$ cat config.mk
export PLATFORM = sky130hd
export DESIGN_NAME = ffra_ctrl
export DESIGN_NICKNAME = d
export VERILOG_FILES = /design/src/design/ffra_pkg.sv /design/src/design/ffra_ctrl.sv
export SDC_FILE = /design/constraint.sdc
export NUM_CORES = 1
export LEC_CHECK = 0
export BUFFER_PORTS_ARGS = -buffer_cell sky130_fd_sc_hd__buf_2
export CAP_MARGIN = 20
export CORE_MARGIN = 2
export CORE_UTILIZATION = 25
export CTS_CLUSTER_SIZE = 16
export DETAILED_ROUTE_END_ITERATION = 12
export PLACE_DENSITY = 0.52
export SLEW_MARGIN = 20
export SYNTH_ARGS = -nofsm -noshare
export SYNTH_HDL_FRONTEND = slang
export SYNTH_SLANG_ARGS = --single-unit
$ cat constraint.sdc
create_clock -name clk -period 4.2 [get_ports clk]
set_clock_uncertainty 0.2 [all_clocks]
set_input_delay 0.42 -clock clk [delete_from_list [all_inputs] [get_ports clk]]
set_output_delay 0.42 -clock clk [all_outputs]
set_load 0.005 [all_outputs]
$ cat src/design/ffra_pkg.sv
`timescale 1ns / 1ps
// ----------------------------------------------------------------------------
// ffra_pkg: shared types and constants of the first-fit region allocator
// Holds the beat layout, the action and status codes, and the command and
// status bundles that join the controller and the datapath.
// ----------------------------------------------------------------------------
package ffra_pkg;

	// Default depth of the region table.
	localparam int DEF_MAX_REGIONS = 64;

	// Address and field widths.
	localparam int ADDR_W  = 64;
	localparam int ALIGN_W = 32;

	// Beat layout on both channels.
	localparam int S_TDATA_W = 224;
	localparam int S_TUSER_W = 3;
	localparam int M_TDATA_W = 128;
	localparam int M_TUSER_W = 2;

	// Action codes carried in the low bits of s_tuser.
	typedef logic [1:0] action_t;
	localparam action_t ACT_LOAD    = 2'd0;
	localparam action_t ACT_ALLOC   = 2'd1;
	localparam action_t ACT_ALIGNED = 2'd2;

	// Result status codes.
	typedef enum logic [1:0] {
		ST_OK        = 2'd0,
		ST_NO_FIT    = 2'd1,
		ST_BAD_ALIGN = 2'd2,
		ST_FULL      = 2'd3
	} status_t;

	// Commands from the controller to the datapath.
	typedef struct packed {
		logic    capture;
		logic    prep;
		logic    load_wr;
		logic    scan_step;
		logic    hit;
		logic    carve;
		logic    res_set;
		status_t res_code;
		logic    out_load;
	} dp_cmd_t;

	// Status from the datapath to the controller.
	typedef struct packed {
		action_t action;
		logic    is_free;
		logic    full;
		logic    bad_align;
		logic    ovf;
		logic    more;
		logic    pend;
		logic    fit;
		logic    out_free;
	} dp_stat_t;

endpackage

$ cat src/design/ffra_ctrl.sv
`timescale 1ns / 1ps
// ----------------------------------------------------------------------------
// ffra_ctrl: controller of the first-fit region allocator
// Sequences capture, request preparation, the table scan, the carve and the
// hand-off of the result to the output register.
// ----------------------------------------------------------------------------
module ffra_ctrl (
	input  logic                clk,
	input  logic                arst_n,
	input  logic                s_tvalid,
	output logic                s_tready,
	output ffra_pkg::dp_cmd_t   cmd,
	input  ffra_pkg::dp_stat_t  st
);
	import ffra_pkg::*;

	typedef enum logic [4:0] {
		S_IDLE  = 5'b00001,
		S_PREP  = 5'b00010,
		S_SCAN  = 5'b00100,
		S_CARVE = 5'b01000,
		S_RESP  = 5'b10000
	} state_t;

	state_t state_q;
	state_t state_d;

	// Next state and datapath commands.
	always_comb begin
		state_d  = state_q;
		cmd      = '0;
		s_tready = 1'b0;
		unique case (state_q)
			S_IDLE: begin
				s_tready = 1'b1;
				if (s_tvalid) begin
					cmd.capture = 1'b1;
					state_d     = S_PREP;
				end
			end
			S_PREP: begin
				cmd.prep = 1'b1;
				priority if (st.action == ACT_LOAD) begin
					cmd.res_set  = 1'b1;
					cmd.res_code = (st.is_free && st.full) ? ST_FULL : ST_OK;
					cmd.load_wr  = st.is_free && !st.full;
					state_d      = S_RESP;
				end else if (st.action == ACT_ALLOC) begin
					state_d = S_SCAN;
				end else if (st.action == ACT_ALIGNED) begin
					if (st.bad_align) begin
						cmd.res_set  = 1'b1;
						cmd.res_code = ST_BAD_ALIGN;
						state_d      = S_RESP;
					end else if (st.ovf) begin
						cmd.res_set  = 1'b1;
						cmd.res_code = ST_NO_FIT;
						state_d      = S_RESP;
					end else begin
						state_d = S_SCAN;
					end
				end else begin
					cmd.res_set  = 1'b1;
					cmd.res_code = ST_OK;
					state_d      = S_RESP;
				end
			end
			S_SCAN: begin
				if (st.pend && st.fit) begin
					cmd.hit = 1'b1;
					state_d = S_CARVE;
				end else if (!st.pend && !st.more) begin
					cmd.res_set  = 1'b1;
					cmd.res_code = ST_NO_FIT;
					state_d      = S_RESP;
				end else begin
					cmd.scan_step = 1'b1;
				end
			end
			S_CARVE: begin
				cmd.carve = 1'b1;
				state_d   = S_RESP;
			end
			S_RESP: begin
				if (st.out_free) begin
					cmd.out_load = 1'b1;
					state_d      = S_IDLE;
				end
			end
			default: begin
				state_d = S_IDLE;
			end
		endcase
	end

	// State register.
	always_ff @(posedge clk or negedge arst_n) begin
		if (!arst_n) begin
			state_q <= S_IDLE;
		end else begin
			state_q <= state_d;
		end
	end

endmodule

==> impl_metrics.env <==
export IMPL_postSynthAreaPerCell_um2=8.87
export IMPL_worst_setup_path_end_kind="output port"
export IMPL_synthesis_to_layout_area_growth_pct=43.9
export IMPL_worstHoldStart="s_tvalid"
export IMPL_dieHeight_um=43.5
export IMPL_synth_main_ff_cell="dfrtp_1"
export IMPL_clkLatencyLatePin_ps=230
export IMPL_finalHoldWorstSlack_ps=218
export IMPL_diodes=0
export IMPL_routedWlPerCell_um=9.74
export IMPL_total_nets_after_synthesis=57
export IMPL_multiInputGateArea_um2=256
export IMPL_top_register="state_q"
export IMPL_reg2reg_slack_ps=2410
export IMPL_result_of_the_run="complete, no violations"
export IMPL_yosysWarningCount=0
export IMPL_biggestRegsByFlops="state_q: 5 flops"
export IMPL_max_slew_margin_pct=82.1
export IMPL_floorplan_die_width_um=43.5
export IMPL_power_density_cell_area_nw_per_um2=431
export IMPL_worstSetupStartpointType="flop"
export IMPL_final_fill_count=159
export IMPL_fin_setup_tns_ps=0
export IMPL_synth_async_reset_ratio_pct=100
export IMPL_cts_max_path_buffers=2
export IMPL_cts_buffer_count=3
export IMPL_startpoint_of_the_worst_register_to_register_path="state_q[0]$_DFFE_PN1P_"
export IMPL_postLayoutCellArea_um2=562
export IMPL_detail_route_iter0_violations=0
export IMPL_post_dp_hpwl_um=759
export IMPL_critPathLaunch="state_q[4]$_DFFE_PN0P_"
export IMPL_floorplan_core_area_um2=1490
export IMPL_cts_tree="done"
export IMPL_grt_first_pass_wirelength_um=1440
export IMPL_die_area_um2=1890
export IMPL_post_route_drc_count=0
export IMPL_unique_masters_post_synth=29
export IMPL_worst_slew_pin_transition_ps=262
export IMPL_dr_total_vias=413
export IMPL_grt_antenna_before_repair=0
export IMPL_max_reg_flops=5
export IMPL_slew_violations=0
export IMPL_min_delay_path_class="primary input to flop"
export IMPL_timing_worst_setup_path_type="flop to output port"
export IMPL_drt_first_pass_iters=1
export IMPL_grt_start_max_net_pins=6
export IMPL_clock_tree_root_cell="clkbuf_4"
export IMPL_cts_sinks=5
export IMPL_maxCapViolations=0
export IMPL_finalSetupViolations=0
export IMPL_data_required_critical_path_ps=3580
export IMPL_gr_total_overflow=0
export IMPL_maxClockFrequency_ghz=0.414
export IMPL_layout_area_seq_um2=126
export IMPL_h_tree_depth=1
export IMPL_leakage_power_figure_nw=0.288
export IMPL_synth_seq_area_share_pct=32.4
export IMPL_port_buffers=23
export IMPL_initial_utilization_pct=26.2
export IMPL_ys_seq_elements=5
export IMPL_worst_path_max_fanout=4
export IMPL_grt_setup_unrepaired="false"
export IMPL_cp_arrival_ps=1800
export IMPL_count_of_flip_flops_with_a_built_in_enable_after_synthesis=0
export IMPL_grt_pass1_vias=373
export IMPL_routabilityCongestion=0.690
export IMPL_dpl_cell_area_um2=526
export IMPL_layout_nets=86
export IMPL_final_period_minus_worst_setup_slack_ps=2420
export IMPL_routed_wl_um=857
export IMPL_grt_use_total_pct=9.98
export IMPL_report_final_hold_viol_count=0
export IMPL_cts_resized=0
export IMPL_clk_pin_slew_ps=40
export IMPL_via_per_inst=4.69
export IMPL_post_synth_instance_area_um2=390
export IMPL_synth_cells=44
export IMPL_ant_nets=0
export IMPL_boundaryPins=24
export IMPL_post_route_cells_drive_above_1_share_pct=48.6
export IMPL_fp_row_count=14
export IMPL_irDropWorstVdd_mv=0.160
export IMPL_min_period_over_period_pct=57.5
cells in the mapped netlist (2+ instances only):
master,count,area (um^2)
nor2_1,6,22.5
nand3b_1,2,15.0
o31ai_1,2,15.0
nand2b_1,2,12.5
and2_1,2,12.5
dfrtp_1,4,100
nand2_1,4,15.0
where the power goes:
part           internal, mW  total [mW]  switching, mW
registers            0.0649      0.0770         0.0122
logic                0.0605       0.112         0.0518
clock network        0.0358      0.0529         0.0172
layer usage:
metal	global-route usage [%]	up-vias	part of all wire, %
li1	-	221	-
met1	14.7	183	46
met2	14.0	9	50
met3	1.25	0	3.4
met4	5.45	0	0
met5	0	-	0
area by class of cell:
type,instances,area share (%)
Clock buffer,4,4.68
Inverter,2,1.34
Multi-Input combinational cell,37,45.7
Sequential cell,5,22.5
Tap cell,16,3.56
Timing Repair Buffer,24,22.3
worst paths after layout:
kind | to | cells past startpoint
max | cmd[3] | 4
min | state_q[1]$_DFFE_PN0P_ | 2
max reg2reg | state_q[0]$_DFFE_PN1P_ | 4
min reg2reg | state_q[3]$_DFFE_PN0P_ | 2
max in group asynchronous | state_q[0]$_DFFE_PN1P_ | 2
min in group asynchronous | state_q[4]$_DFFE_PN0P_ | 2
layout by cell type, fill, tap and decap left out, types with 2 or more instances in the layout:
| cell | count |
|---|---|
| nand2b_1 | 2 |
| and2_1 | 2 |
| nand2_1 | 4 |
| dfrtp_1 | 4 |
| o31ai_1 | 2 |
| buf_2 | 23 |
| clkbuf_4 | 3 |
| nor2_1 | 6 |
| nand3b_1 | 2 |
worst max-delay path: stages (launching register included):
cell	delay (ps)
dfrtp_1	400
or3_4	410
or3b_4	420
o31ai_1	190
buf_2	150
logic make-up after synthesis:
family                 after synthesis  share of synthesized area, %
muxes                                1                          2.56
and+or+nand+nor                     27                          44.5
DFF                                  5                          32.4
AOI/OAI and AO/OA                    9                          18.6
buffers and inverters                2                          1.92
what timing repair did:
action | 4_1_cts | 5_1_grt
hold buffers | 1 | 0
hold endpoints to repair | 5 | 0
setup buffers | 0 | 0
through the flow:
| step | utilization [%] | power (mW) | setup WS [ps] | instances |
|---|---|---|---|---|
| 2_1_floorplan | - | 0.153 | 2160 | 44 |
| 3_3_place_gp | 35.3 | 0.191 | 2030 | 83 |
| 3_5_place_dp | 35.3 | 0.192 | 2030 | 83 |
| 4_1_cts | 37.7 | 0.247 | 1770 | 88 |
| 5_1_grt | 37.7 | 0.263 | 1680 | 88 |
| 6_report | 37.7 | 0.242 | 1780 | 88 |
Power figures use the tool's default switching activity.
